### config.mk
export PLATFORM = sky130hd
export DESIGN_NAME = serial_packet_deframer
export DESIGN_NICKNAME = d
export VERILOG_FILES = /design/src/rtl/core/spd_pkg.sv /design/src/rtl/core/spd_ram.sv /design/src/rtl/core/spd_parser.sv /design/src/rtl/core/spd_out_stage.sv /design/src/rtl/core/serial_packet_deframer.sv
export SDC_FILE = /design/constraint.sdc
export NUM_CORES = 1
export LEC_CHECK = 0
export ABC_CLOCK_PERIOD_IN_PS = 6750
export BUFFER_PORTS_ARGS = -buffer_cell sky130_fd_sc_hd__buf_2
export CAP_MARGIN = 30
export CORE_MARGIN = 2
export CORE_UTILIZATION = 60
export DETAILED_ROUTE_END_ITERATION = 7
export MAX_ROUTING_LAYER = met4
export PLACE_DENSITY = 0.76
export SLEW_MARGIN = 0
export SYNTH_ARGS = -nofsm -noshare
export SYNTH_HDL_FRONTEND = slang
export SYNTH_SLANG_ARGS = --single-unit
### constraint.sdc
create_clock -name clk_i -period 6.75 [get_ports clk_i]
set_input_delay 0.675 -clock clk_i [delete_from_list [all_inputs] [get_ports clk_i]]
set_output_delay 0.675 -clock clk_i [all_outputs]
set_load 0.05 [all_outputs]
### src/rtl/core/spd_pkg.sv
// ----------------------------------------------------------------------------
// spd_pkg
// Shared types and constants of the serial packet deframer: word formats,
// mode and status codes, register indexes and reset values.
// ----------------------------------------------------------------------------
`default_nettype none

package spd_pkg;

  // default payload buffer size in bytes
  localparam int unsigned BUFFER_BYTES_DEF = 128;

  // configuration register indexes
  localparam int unsigned CFG_IDX_W = 1;
  localparam logic [CFG_IDX_W-1:0] REG_SYNC_FIRST  = 1'b0;
  localparam logic [CFG_IDX_W-1:0] REG_SYNC_SECOND = 1'b1;

  // configuration reset values
  localparam logic [7:0] SYNC_FIRST_RST  = 8'd147;
  localparam logic [7:0] SYNC_SECOND_RST = 8'd224;

  // input modes
  localparam logic [1:0] MODE_BYTE    = 2'd0;
  localparam logic [1:0] MODE_TIMEOUT = 2'd1;
  localparam logic [1:0] MODE_READ    = 2'd2;

  // result status codes
  localparam logic [2:0] ST_OK      = 3'd0;
  localparam logic [2:0] ST_BAD_LEN = 3'd1;
  localparam logic [2:0] ST_CKSUM   = 3'd2;
  localparam logic [2:0] ST_TIMEOUT = 3'd3;
  localparam logic [2:0] ST_READ    = 3'd4;

  // saturation value of a reported bad length
  localparam logic [6:0] LEN_SAT = 7'd127;

  // input word
  typedef struct packed {
    logic [1:0] mode;
    logic [7:0] rx_byte;
    logic [6:0] read_index;
  } spd_in_t;

  // output word
  typedef struct packed {
    logic [2:0] status;
    logic [7:0] packet_id;
    logic [7:0] packet_type;
    logic [6:0] payload_length;
    logic [7:0] read_data;
  } spd_out_t;

  // result waiting for the buffer read data
  typedef struct packed {
    logic       valid;
    logic [2:0] status;
    logic [7:0] packet_id;
    logic [7:0] packet_type;
    logic [6:0] payload_length;
    logic       rd_en;
  } spd_stage_t;

endpackage

`default_nettype wire

### src/rtl/core/spd_ram.sv
// ----------------------------------------------------------------------------
// spd_ram
// Generic single-write, single-read memory with registered read data.
// ----------------------------------------------------------------------------
`default_nettype none

module spd_ram #(
  parameter int unsigned WIDTH = 8,
  parameter int unsigned DEPTH = 128
) (
  input  wire logic                     clk_i,
  input  wire logic                     we_i,
  input  wire logic [$clog2(DEPTH)-1:0] waddr_i,
  input  wire logic [WIDTH-1:0]         wdata_i,
  input  wire logic                     re_i,
  input  wire logic [$clog2(DEPTH)-1:0] raddr_i,
  output      logic [WIDTH-1:0]         rdata_o
);

  logic [WIDTH-1:0] mem_q [DEPTH];
  logic [WIDTH-1:0] rdata_q;

  // write port
  always_ff @(posedge clk_i) begin
    if (we_i) begin
      mem_q[waddr_i] <= wdata_i;
    end
  end

  // read port, data held until the next read
  always_ff @(posedge clk_i) begin
    if (re_i) begin
      rdata_q <= mem_q[raddr_i];
    end
  end

  assign rdata_o = rdata_q;

endmodule

`default_nettype wire

### src/rtl/core/spd_parser.sv
// ----------------------------------------------------------------------------
// spd_parser
// Frame state machine: sync hunt, header, payload write into the buffer,
// running sums and check, plus read requests into the buffer.
// ----------------------------------------------------------------------------
`default_nettype none

module spd_parser
  import spd_pkg::*;
#(
  parameter int unsigned BUFFER_BYTES = BUFFER_BYTES_DEF
) (
  input  wire logic                            clk_i,
  input  wire logic                            rst_ni,
  input  wire logic [7:0]                      sync_first_i,
  input  wire logic [7:0]                      sync_second_i,
  input  wire logic                            in_valid_i,
  input  wire spd_in_t                         in_data_i,
  output      logic                            in_stall_o,
  input  wire logic                            adv_i,
  output      spd_stage_t                      stage_o,
  output      logic                            ram_we_o,
  output      logic [$clog2(BUFFER_BYTES)-1:0] ram_waddr_o,
  output      logic [7:0]                      ram_wdata_o,
  output      logic                            ram_re_o,
  output      logic [$clog2(BUFFER_BYTES)-1:0] ram_raddr_o
);

  localparam int unsigned AW = $clog2(BUFFER_BYTES);
  localparam logic [8:0] LenLimit = 9'(BUFFER_BYTES - 8);
  localparam logic [8:0] BufLimit = 9'(BUFFER_BYTES);

  typedef enum logic [2:0] {
    PH_SYNC1, PH_SYNC2, PH_ID, PH_TYPE, PH_LEN, PH_PAYLOAD, PH_CHECK0, PH_CHECK1
  } phase_e;

  phase_e     phase_q, phase_d;
  logic [7:0] id_q, id_d;
  logic [7:0] type_q, type_d;
  logic [6:0] len_q, len_d;
  logic [6:0] cnt_q, cnt_d;
  logic [7:0] sum_lo_q, sum_lo_d;
  logic [7:0] sum_hi_q, sum_hi_d;
  logic [7:0] chk0_q, chk0_d;
  spd_stage_t stage_q, stage_d;

  logic       accept;
  logic [7:0] rx;
  logic [7:0] sum_lo_add;
  logic [7:0] sum_hi_add;
  logic [6:0] cnt_inc;
  logic       len_bad;
  logic [8:0] cnt_ext;
  logic [8:0] ri_ext;

  // the stage register can only be refilled when its word moves on
  assign in_stall_o = stage_q.valid && !adv_i;
  assign accept     = in_valid_i && !in_stall_o;
  assign rx         = in_data_i.rx_byte;

  // running sums and payload counter
  assign sum_lo_add = sum_lo_q + rx;
  assign sum_hi_add = sum_hi_q + sum_lo_add;
  assign cnt_inc    = cnt_q + 7'd1;

  // length byte screening
  assign len_bad = (rx == 8'd0) || (rx == sync_first_i) || (rx == sync_second_i) ||
                   ({1'b0, rx} > LenLimit) || rx[7];

  // buffer addresses; a payload write and a read never share a cycle
  assign cnt_ext     = {2'b00, cnt_q};
  assign ri_ext      = {2'b00, in_data_i.read_index};
  assign ram_waddr_o = cnt_ext[AW-1:0];
  assign ram_wdata_o = rx;
  assign ram_raddr_o = ri_ext[AW-1:0];
  assign ram_we_o    = accept && (in_data_i.mode == MODE_BYTE) && (phase_q == PH_PAYLOAD);
  assign ram_re_o    = accept && (in_data_i.mode == MODE_READ);

  // next state and result
  always_comb begin
    phase_d  = phase_q;
    id_d     = id_q;
    type_d   = type_q;
    len_d    = len_q;
    cnt_d    = cnt_q;
    sum_lo_d = sum_lo_q;
    sum_hi_d = sum_hi_q;
    chk0_d   = chk0_q;

    stage_d                = '0;
    stage_d.packet_id      = id_q;
    stage_d.packet_type    = type_q;
    stage_d.payload_length = len_q;

    if (in_data_i.mode == MODE_BYTE) begin
      unique case (phase_q)
        PH_SYNC1: begin
          if (rx == sync_first_i) begin
            phase_d = PH_SYNC2;
          end
        end
        PH_SYNC2: begin
          if (rx == sync_second_i) begin
            phase_d  = PH_ID;
            id_d     = '0;
            type_d   = '0;
            len_d    = '0;
            cnt_d    = '0;
            sum_lo_d = '0;
            sum_hi_d = '0;
          end else begin
            phase_d = PH_SYNC1;
          end
        end
        PH_ID: begin
          id_d     = rx;
          sum_lo_d = sum_lo_add;
          sum_hi_d = sum_hi_add;
          phase_d  = PH_TYPE;
        end
        PH_TYPE: begin
          type_d   = rx;
          sum_lo_d = sum_lo_add;
          sum_hi_d = sum_hi_add;
          phase_d  = PH_LEN;
        end
        PH_LEN: begin
          if (len_bad) begin
            stage_d.valid          = 1'b1;
            stage_d.status         = ST_BAD_LEN;
            stage_d.payload_length = rx[7] ? LEN_SAT : rx[6:0];
            phase_d                = PH_SYNC1;
          end else begin
            len_d   = rx[6:0];
            cnt_d   = '0;
            phase_d = PH_PAYLOAD;
          end
        end
        PH_PAYLOAD: begin
          sum_lo_d = sum_lo_add;
          sum_hi_d = sum_hi_add;
          cnt_d    = cnt_inc;
          if (cnt_inc >= len_q) begin
            phase_d = PH_CHECK0;
          end
        end
        PH_CHECK0: begin
          chk0_d  = rx;
          phase_d = PH_CHECK1;
        end
        PH_CHECK1: begin
          stage_d.valid  = 1'b1;
          stage_d.status = ((chk0_q == sum_lo_q) && (rx == sum_hi_q)) ? ST_OK : ST_CKSUM;
          phase_d        = PH_SYNC1;
        end
        default: begin
          phase_d = PH_SYNC1;
        end
      endcase
    end else if (in_data_i.mode == MODE_TIMEOUT) begin
      if ((phase_q != PH_SYNC1) && (phase_q != PH_SYNC2)) begin
        stage_d.valid  = 1'b1;
        stage_d.status = ST_TIMEOUT;
        phase_d        = PH_SYNC1;
      end
    end else if (in_data_i.mode == MODE_READ) begin
      stage_d.valid          = 1'b1;
      stage_d.status         = ST_READ;
      stage_d.packet_id      = '0;
      stage_d.packet_type    = '0;
      stage_d.payload_length = '0;
      stage_d.rd_en          = (ri_ext < BufLimit);
    end
  end

  // state and stage register
  always_ff @(posedge clk_i or negedge rst_ni) begin
    if (!rst_ni) begin
      phase_q  <= PH_SYNC1;
      id_q     <= '0;
      type_q   <= '0;
      len_q    <= '0;
      cnt_q    <= '0;
      sum_lo_q <= '0;
      sum_hi_q <= '0;
      chk0_q   <= '0;
      stage_q  <= '0;
    end else begin
      if (accept) begin
        phase_q  <= phase_d;
        id_q     <= id_d;
        type_q   <= type_d;
        len_q    <= len_d;
        cnt_q    <= cnt_d;
        sum_lo_q <= sum_lo_d;
        sum_hi_q <= sum_hi_d;
        chk0_q   <= chk0_d;
        stage_q  <= stage_d;
      end else if (adv_i) begin
        stage_q.valid <= 1'b0;
      end
    end
  end

  assign stage_o = stage_q;

  // payload counter stays below the announced length
  a_cnt_below_len: assert property (@(posedge clk_i) disable iff (!rst_ni)
    (phase_q == PH_PAYLOAD) |-> (cnt_q < len_q))
    else $error("payload count reached length inside payload phase");

  // an accepted length never exceeds the buffer limit
  a_len_fits: assert property (@(posedge clk_i) disable iff (!rst_ni)
    (phase_q == PH_PAYLOAD) |-> ({2'b00, len_q} <= LenLimit) && (len_q != 7'd0))
    else $error("payload length outside buffer limit");

  // last check byte always ends the frame with a result
  a_check_result: assert property (@(posedge clk_i) disable iff (!rst_ni)
    (accept && (in_data_i.mode == MODE_BYTE) && (phase_q == PH_CHECK1))
      |=> stage_q.valid && (phase_q == PH_SYNC1) &&
          ((stage_q.status == ST_OK) || (stage_q.status == ST_CKSUM)))
    else $error("check byte did not produce a frame result");

  // a read request yields a read word and leaves the frame state alone
  a_read_result: assert property (@(posedge clk_i) disable iff (!rst_ni)
    (accept && (in_data_i.mode == MODE_READ))
      |=> stage_q.valid && (stage_q.status == ST_READ) && $stable(phase_q))
    else $error("read request mishandled");

endmodule

`default_nettype wire

### src/rtl/core/spd_out_stage.sv
// ----------------------------------------------------------------------------
// spd_out_stage
// Output register: merges the buffer read data into the staged result and
// holds the word until the receiver takes it.
// ----------------------------------------------------------------------------
`default_nettype none

module spd_out_stage
  import spd_pkg::*;
(
  input  wire logic       clk_i,
  input  wire logic       rst_ni,
  input  wire spd_stage_t stage_i,
  input  wire logic [7:0] ram_rdata_i,
  input  wire logic       out_stall_i,
  output      logic       out_valid_o,
  output      spd_out_t   out_data_o,
  output      logic       adv_o
);

  logic     out_valid_q;
  spd_out_t out_data_q;
  spd_out_t out_data_d;

  // output register is free or being emptied this cycle
  assign adv_o = !out_valid_q || !out_stall_i;

  // build the word from the stage and the buffer data
  always_comb begin
    out_data_d.status         = stage_i.status;
    out_data_d.packet_id      = stage_i.packet_id;
    out_data_d.packet_type    = stage_i.packet_type;
    out_data_d.payload_length = stage_i.payload_length;
    out_data_d.read_data      = stage_i.rd_en ? ram_rdata_i : 8'd0;
  end

  // valid flag
  always_ff @(posedge clk_i or negedge rst_ni) begin
    if (!rst_ni) begin
      out_valid_q <= 1'b0;
    end else if (adv_o) begin
      out_valid_q <= stage_i.valid;
    end
  end

  // output word
  always_ff @(posedge clk_i) begin
    if (adv_o && stage_i.valid) begin
      out_data_q <= out_data_d;
    end
  end

  assign out_valid_o = out_valid_q;
  assign out_data_o  = out_data_q;

endmodule

`default_nettype wire

### src/rtl/core/serial_packet_deframer.sv
// ----------------------------------------------------------------------------
// serial_packet_deframer
// Hunts two sync bytes, takes id, type, length, payload and two check bytes
// with running 8-bit sums, keeps the payload in a buffer and reports each
// frame outcome; read words return stored payload bytes.
//
//   channel  direction  handshake               word
//   in       input      in_valid_i / in_stall_o  spd_in_t
//   out      output     out_valid_o / out_stall_i spd_out_t
//   cfg      input      cfg_valid_i / cfg_ready_o index + 8-bit data
//
// One word is taken per cycle when the output side keeps up; a result
// passes through the stage register, alongside the buffer read, and then
// through the output register.
// Reset clears the frame state and sets the sync registers to defaults;
// the payload buffer is not cleared.
// A stalled output register backs up the stage register, which then stalls
// the input in the same cycle.
// ----------------------------------------------------------------------------
`default_nettype none

module serial_packet_deframer
  import spd_pkg::*;
#(
  parameter int unsigned BUFFER_BYTES = BUFFER_BYTES_DEF
) (
  input  wire logic                 clk_i,
  input  wire logic                 rst_ni,
  input  wire logic                 in_valid_i,
  input  wire spd_in_t              in_data_i,
  output      logic                 in_stall_o,
  output      logic                 out_valid_o,
  output      spd_out_t             out_data_o,
  input  wire logic                 out_stall_i,
  input  wire logic                 cfg_valid_i,
  output      logic                 cfg_ready_o,
  input  wire logic [CFG_IDX_W-1:0] cfg_index_i,
  input  wire logic [7:0]           cfg_data_i
);

  localparam int unsigned AW = $clog2(BUFFER_BYTES);

  logic [7:0]    sync_first_q;
  logic [7:0]    sync_second_q;
  logic          adv;
  spd_stage_t    stage;
  logic          ram_we;
  logic [AW-1:0] ram_waddr;
  logic [7:0]    ram_wdata;
  logic          ram_re;
  logic [AW-1:0] ram_raddr;
  logic [7:0]    ram_rdata;

  // configuration registers
  assign cfg_ready_o = 1'b1;

  always_ff @(posedge clk_i or negedge rst_ni) begin
    if (!rst_ni) begin
      sync_first_q  <= SYNC_FIRST_RST;
      sync_second_q <= SYNC_SECOND_RST;
    end else if (cfg_valid_i) begin
      unique case (cfg_index_i)
        REG_SYNC_FIRST:  sync_first_q  <= cfg_data_i;
        REG_SYNC_SECOND: sync_second_q <= cfg_data_i;
        default: ;
      endcase
    end
  end

  // frame state machine
  spd_parser #(
    .BUFFER_BYTES(BUFFER_BYTES)
  ) u_parser (
    .clk_i        (clk_i),
    .rst_ni       (rst_ni),
    .sync_first_i (sync_first_q),
    .sync_second_i(sync_second_q),
    .in_valid_i   (in_valid_i),
    .in_data_i    (in_data_i),
    .in_stall_o   (in_stall_o),
    .adv_i        (adv),
    .stage_o      (stage),
    .ram_we_o     (ram_we),
    .ram_waddr_o  (ram_waddr),
    .ram_wdata_o  (ram_wdata),
    .ram_re_o     (ram_re),
    .ram_raddr_o  (ram_raddr)
  );

  // payload buffer
  spd_ram #(
    .WIDTH(8),
    .DEPTH(BUFFER_BYTES)
  ) u_buf (
    .clk_i  (clk_i),
    .we_i   (ram_we),
    .waddr_i(ram_waddr),
    .wdata_i(ram_wdata),
    .re_i   (ram_re),
    .raddr_i(ram_raddr),
    .rdata_o(ram_rdata)
  );

  // output register
  spd_out_stage u_out (
    .clk_i      (clk_i),
    .rst_ni     (rst_ni),
    .stage_i    (stage),
    .ram_rdata_i(ram_rdata),
    .out_stall_i(out_stall_i),
    .out_valid_o(out_valid_o),
    .out_data_o (out_data_o),
    .adv_o      (adv)
  );

endmodule

`default_nettype wire

==> results_dict.tcl, run 1 <==
set metrics [dict create \
    grt_pass1_vias 23000 \
    antenna_found_initial 0 \
    synthCells 2235 \
    status "finished clean" \
    relSlewSlack_pct 22.7 \
    tns_ns 0 \
    die-area_um2 79200 \
    rsz0062_at_grt "false" \
    cts_max_level 3 \
    grt_pass1_wl_um 157000 \
    syn_to_final_growth_pct 10.8 \
    multiInputGateArea_um2 10900 \
    drc 0 \
    yosysWarnings 0 \
    instances_no_fill 3444 \
    gr-total-overflow 0 \
    cts_tree "done" \
    netlist_area_um2 46200 \
    tightest_slew_ns 1.16 \
    drtIter0Drc 3088 \
    ys_ff_latch 1167 \
    synth_nets 2290 \
    ioPinCount 68 \
    coreArea_um2 76100 \
    period_share_pct 61.9 \
    gp_congestion 0.886 \
    fillers 4699 \
    critPathMaxFanout 20 \
    die_h_um 281 \
    yosys-top-cells-count "edfxtp_1, mux4_2, nor2_1" \
    end_kind "flip-flop" \
    postRouteAntennaNets 0 \
    skew_ns 0.0185 \
    drive_gt1_share_pct 25.8 \
    via_count 23100 \
    die_w_um 281 \
    async_reset_ff_share_pct 8.65 \
    cp.required_ns 7.04 \
    portBuffers 66 \
    syn_avg_cell_area_um2 20.7 \
    initial_core_util_pct 60.7 \
    whs_ns 0.261 \
    synth_seq_area_share_pct 74.8 \
    ir_drop_uv 242 \
    setup_viol 0 \
    finalPower_mw 16.3 \
    viasPerCell 6.71 \
    ff2ff_path_depth 5 \
    hold_depth 2 \
    layout.nets 2380 \
    holdCritPathClass "input pin to flip-flop" \
    drtPass1Iterations 5 \
    wl_per_cell_um 30.6 \
    finalHoldViolCount 0 \
    row_count 101 \
    yosys.area.top_type "edfxtp_1" \
    grt_max_degree 126 \
    ff_latch_area_um2 34500 \
    slew_violations 0 \
    synth-main-ff-cell "edfxtp_1" \
    post-place-cells 3240 \
    synthTopCellsByArea "edfxtp_1, mux4_2, dfrtp_1" \
    critPathArrivalTime_ns 4.47 \
    ctsLongestPathBuffers 3 \
    clk_pin_slew_worst_paths_ns 0.06 \
    start_kind "flip-flop" \
    clock.fmax_mhz 239 \
    post-dp-hpwl_um 61400 \
    cts-root-buf "clkbuf_16" \
    powerDensity_nw_per_um2 318 \
    yosysUniqueCellTypes 61 \
    worstSetupPathType "flip-flop to flip-flop" \
    finalCriticalPeriod_ns 4.18 \
    p_leak_nw 16.5 \
    clock-sinks 1167 \
    grt_usage_pct 28.3 \
    synth_top_area_share_pct 69.3 \
    synth_edf_count 1066 \
    cts_setup_buffers 0 \
    maxCapViolCount 0 \
    final_util_pct 67.2 \
    numCtsBuffers 109 \
    synth_most_common_cell "edfxtp_1" \
    diodes 0 \
    wl_um 105000 \
    clk_latency_ns 0.67 \
]
## sequential cells by signal (all words and copies together), names as in the netlist
signal	flops
u_parser.stage_o	27
sync_second_q	8
u_buf.mem_q	1024
u_parser.sum_hi_q	8
u_parser.len_q	7
u_parser.phase_q	3
u_parser.type_q	8
u_parser.id_q	8
sync_first_q	8
u_out.out_valid_o	1
u_out.out_data_o	34
u_buf.rdata_o	8
u_parser.sum_lo_q	8
u_parser.ram_waddr_o	7
u_parser.chk0_q	8
## layout by cell type, fill, tap and decap left out, drive strengths merged, types with 32 or more instances in the layout
cell type	Yosys	final
nand2	68	68
a21oi	32	32
nor2	159	159
clkinv	0	41
dfrtp	94	94
a22oi	32	32
clkbuf	44	135
edfxtp	1066	1066
buf	76	98
mux4	312	312
nand3	41	41
## what timing repair did
| action | 4_1_cts | 5_1_grt |
|---|---|---|
| hold buffers | 1 | 0 |
| endpoints found under the hold margin | 38 | 0 |
| resized for setup | 0 | 0 |
## cells by family after synthesis
group / synth area share (%)
adders and majority gates: 0.683
DFF: 74.8
and+or+nand+nor: 3.31
other: 0.00812
buffers and inverters: 1.58
AOI/OAI and AO/OA: 2.50
muxes: 16.2
xor gates and xnor gates: 0.929
## cell type report
| cell class | instances | share of cell area, % |
|---|---|---|
| Sequential cell | 1167 | 67.5 |
| Multi-Input combinational cell | 928 | 21.4 |
| Clock buffer | 135 | 5.61 |
| Tap cell | 1030 | 2.52 |
| Timing Repair Buffer | 99 | 1.44 |
| Clock inverter | 65 | 1.36 |
| Inverter | 20 | 0.147 |
## critical path, stage by stage, from the launching register on
cell     delay [ns]
dfrtp_1        0.75
nor2b_1        0.71
nand2_2        0.20
nor3_1         0.44
nand3_2        0.81
nor2_1         0.88
## per-stage QoR
stage          instance area [µm²]  setup slack, ns
2_1_floorplan                46200             3.10
3_3_place_gp                 47500             2.51
3_5_place_dp                 47500             2.30
4_1_cts                      51100             2.64
5_1_grt                      51200             2.28
6_report                     51200             2.57
## layer usage
layer	vias up	track usage (%)	share of wire, %
li1	9354	-	-
met1	12200	41.3	40
met2	1397	43.1	48
met3	133	4.65	10
met4	0	6.44	1.8
met5	-	-	0
## final timing paths
| path | start | end | slack (ns) |
|---|---|---|---|
| max | u_parser.phase_q[0]$_DFFE_PN0P_ | u_buf.mem_q[78][4]$_DFFE_PP_ | 2.57 |
| min | cfg_data_i[4] | sync_first_q[4]$_DFFE_PN1P_ | 0.26 |
| max reg2reg | u_parser.phase_q[0]$_DFFE_PN0P_ | u_buf.mem_q[78][4]$_DFFE_PP_ | 2.57 |
| min reg2reg | u_parser.stage_o[5]$_DFFE_PN0P_ | u_out.out_data_o[12]$_DFFE_PP_ | 0.44 |
| max in group asynchronous | rst_ni | u_parser.type_q[6]$_DFFE_PN0P_ | 5.05 |
| min in group asynchronous | rst_ni | u_parser.sum_hi_q[6]$_DFFE_PN0P_ | 0.52 |
## power breakdown
group	switching (mW)	internal, mW	total (mW)
combinational	1.12	0.677	1.79
clock	2.60	3.52	6.12
sequential	0.243	8.13	8.38
Power figures use the tool's default switching activity.
==> run 2, diff against run 1 <==
Settings changed: ABC_CLOCK_PERIOD_IN_PS 6750 to 4200.
Clock period 6.75 ns to 4.2 ns, I/O delays scaled along.
==> run 2 against run 1 <==
Net effect: critical path type unchanged; setup slack got worse by 1.5 ns; non-clock buffer count rose by 51; register-to-register slack got worse by 1.5 ns; largest power group unchanged; highest routed layer unchanged; combinational power rose by 61%.
==> results_dict.tcl, run 2 (synthesis gave the netlist of run 1 again) <==
set metrics [dict create \
    status "finished clean" \
    drtIter0Drc 2779 \
    clk_latency_ns 0.68 \
    powerDensity_nw_per_um2 505 \
    skew_ns 0.0214 \
    ioPinCount 68 \
    finalCriticalPeriod_ns 3.17 \
    numCtsBuffers 110 \
    finalHoldViolCount 0 \
    critPathMaxFanout 20 \
    drive_gt1_share_pct 26.8 \
    worstSetupPathType "flip-flop to flip-flop" \
    syn_to_final_growth_pct 11.6 \
    gp_congestion 0.897 \
    period_share_pct 75.5 \
    die_w_um 281 \
    critPathArrivalTime_ns 3.46 \
    antenna_found_initial 3 \
    drc 0 \
    cts-root-buf "clkbuf_16" \
    ir_drop_uv 519 \
    coreArea_um2 76100 \
    postRouteAntennaNets 0 \
    rsz0062_at_grt "false" \
    die_h_um 281 \
    clock-sinks 1167 \
    start_kind "flip-flop" \
    initial_core_util_pct 60.7 \
    place_ws_ns 0.882 \
    relSlewSlack_pct 32.5 \
    top_register "u_buf.mem_q" \
    grt_pass1_vias 23200 \
    grt_pass1_wl_um 155000 \
    mostFrequentLayoutCells "edfxtp_1, mux4_2, nor2_1" \
    portBuffers 66 \
    finalPower_mw 26.0 \
    grt_max_degree 97 \
    tightest_slew_ns 1.01 \
    largest_reg_flops 1024 \
    cp.required_ns 4.49 \
    setup_viol 0 \
    clock.fmax_mhz 315 \
    maxCapViolCount 0 \
    final_util_pct 67.8 \
    cts_setup_buffers 0 \
    gr-total-overflow 0 \
    row_count 101 \
    final_common_cell "edfxtp_1" \
    post-dp-hpwl_um 65200 \
    grt_usage_pct 27.9 \
    tns_ns 0 \
    setup_slack_ns 1.03 \
    wl_um 104000 \
    holdCritPathClass "input pin to flip-flop" \
    p_leak_nw 16.8 \
    cts_tree "done" \
    die-area_um2 79200 \
    viasPerCell 6.58 \
    wl_per_cell_um 29.7 \
    clk_pin_slew_worst_paths_ns 0.06 \
    end_kind "flip-flop" \
    cts_max_level 3 \
    whs_ns 0.0221 \
    drtPass1Iterations 5 \
    ctsLongestPathBuffers 3 \
    slew_violations 0 \
    post_cts_resized 0 \
    via_count 23100 \
    layout.nets 2432 \
]
[run 2: final timing paths]
kind	startpoint	to	slack, ns	cells after the start
setup / recovery	u_parser.phase_q[0]$_DFFE_PN0P_	u_buf.mem_q[22][5]$_DFFE_PP_	1.03	6
hold / removal	cfg_data_i[1]	sync_first_q[1]$_DFFE_PN1P_	0.02	2
setup reg to reg	u_parser.phase_q[0]$_DFFE_PN0P_	u_buf.mem_q[22][5]$_DFFE_PP_	1.03	6
hold reg to reg	u_parser.stage_o[3]$_DFFE_PN0P_	u_out.out_data_o[10]$_DFFE_PP_	0.45	0
max in group asynchronous	rst_ni	u_parser.stage_o[23]$_DFFE_PN0P_	2.78	3
min in group asynchronous	rst_ni	u_parser.sum_hi_q[7]$_DFFE_PN0P_	0.42	2
[run 2: cell type report]
cell class	instances	area, µm²
fill	4631	24500
timing repair buffer	150	1180
antenna	3	7.51
multi-input combinational	928	10900
clock inverter	69	624
clock buffer	139	2910
sequential	1167	34500
inverter	20	75.1
tap	1030	1290
[run 2: metal layers]
metal | vias to the layer above | global-route usage [%] | part of all wire [%] | wire, µm
met1 | 12200 | 38.9 | 39 | 40800
met3 | 199 | 4.03 | 8.0 | 8380
li1 | 9480 | - | - | -
met5 | - | - | 0 | 0
met4 | 0 | 8.73 | 2.9 | 3020
met2 | 1196 | 43.7 | 50 | 51900
[run 2: critical path, cell delays in order, from the launching register on]
cell     delay [ns]
dfrtp_1        0.80
nor2b_1        0.28
nand2_2        0.11
nor3_1         0.43
nand3_1        0.18
buf_4          0.24
nor2_1         0.72
[run 2: power by group]
part	total, mW	leakage, nW	switching [mW]	internal [mW]
Combinational	2.88	4.19	1.77	1.11
Sequential	13.4	10.9	0.377	13.1
Clock	9.71	1.71	4.23	5.47
Total	26.0	16.8	6.38	19.7
[run 2: metrics by stage]
stage | instance area (µm²) | std cells
CTS | 51500 | 3501
floorplan | 46200 | 2235
detailed placement | 47900 | 3285
global placement | 47800 | 3281
finish | 51600 | 3506
global route | 51600 | 3506
[run 2: repair_timing]
item,4_1_cts,5_1_grt
hold buffers,8,0
hold endpoints to repair,72,0
endpoints found under the setup margin,0,0
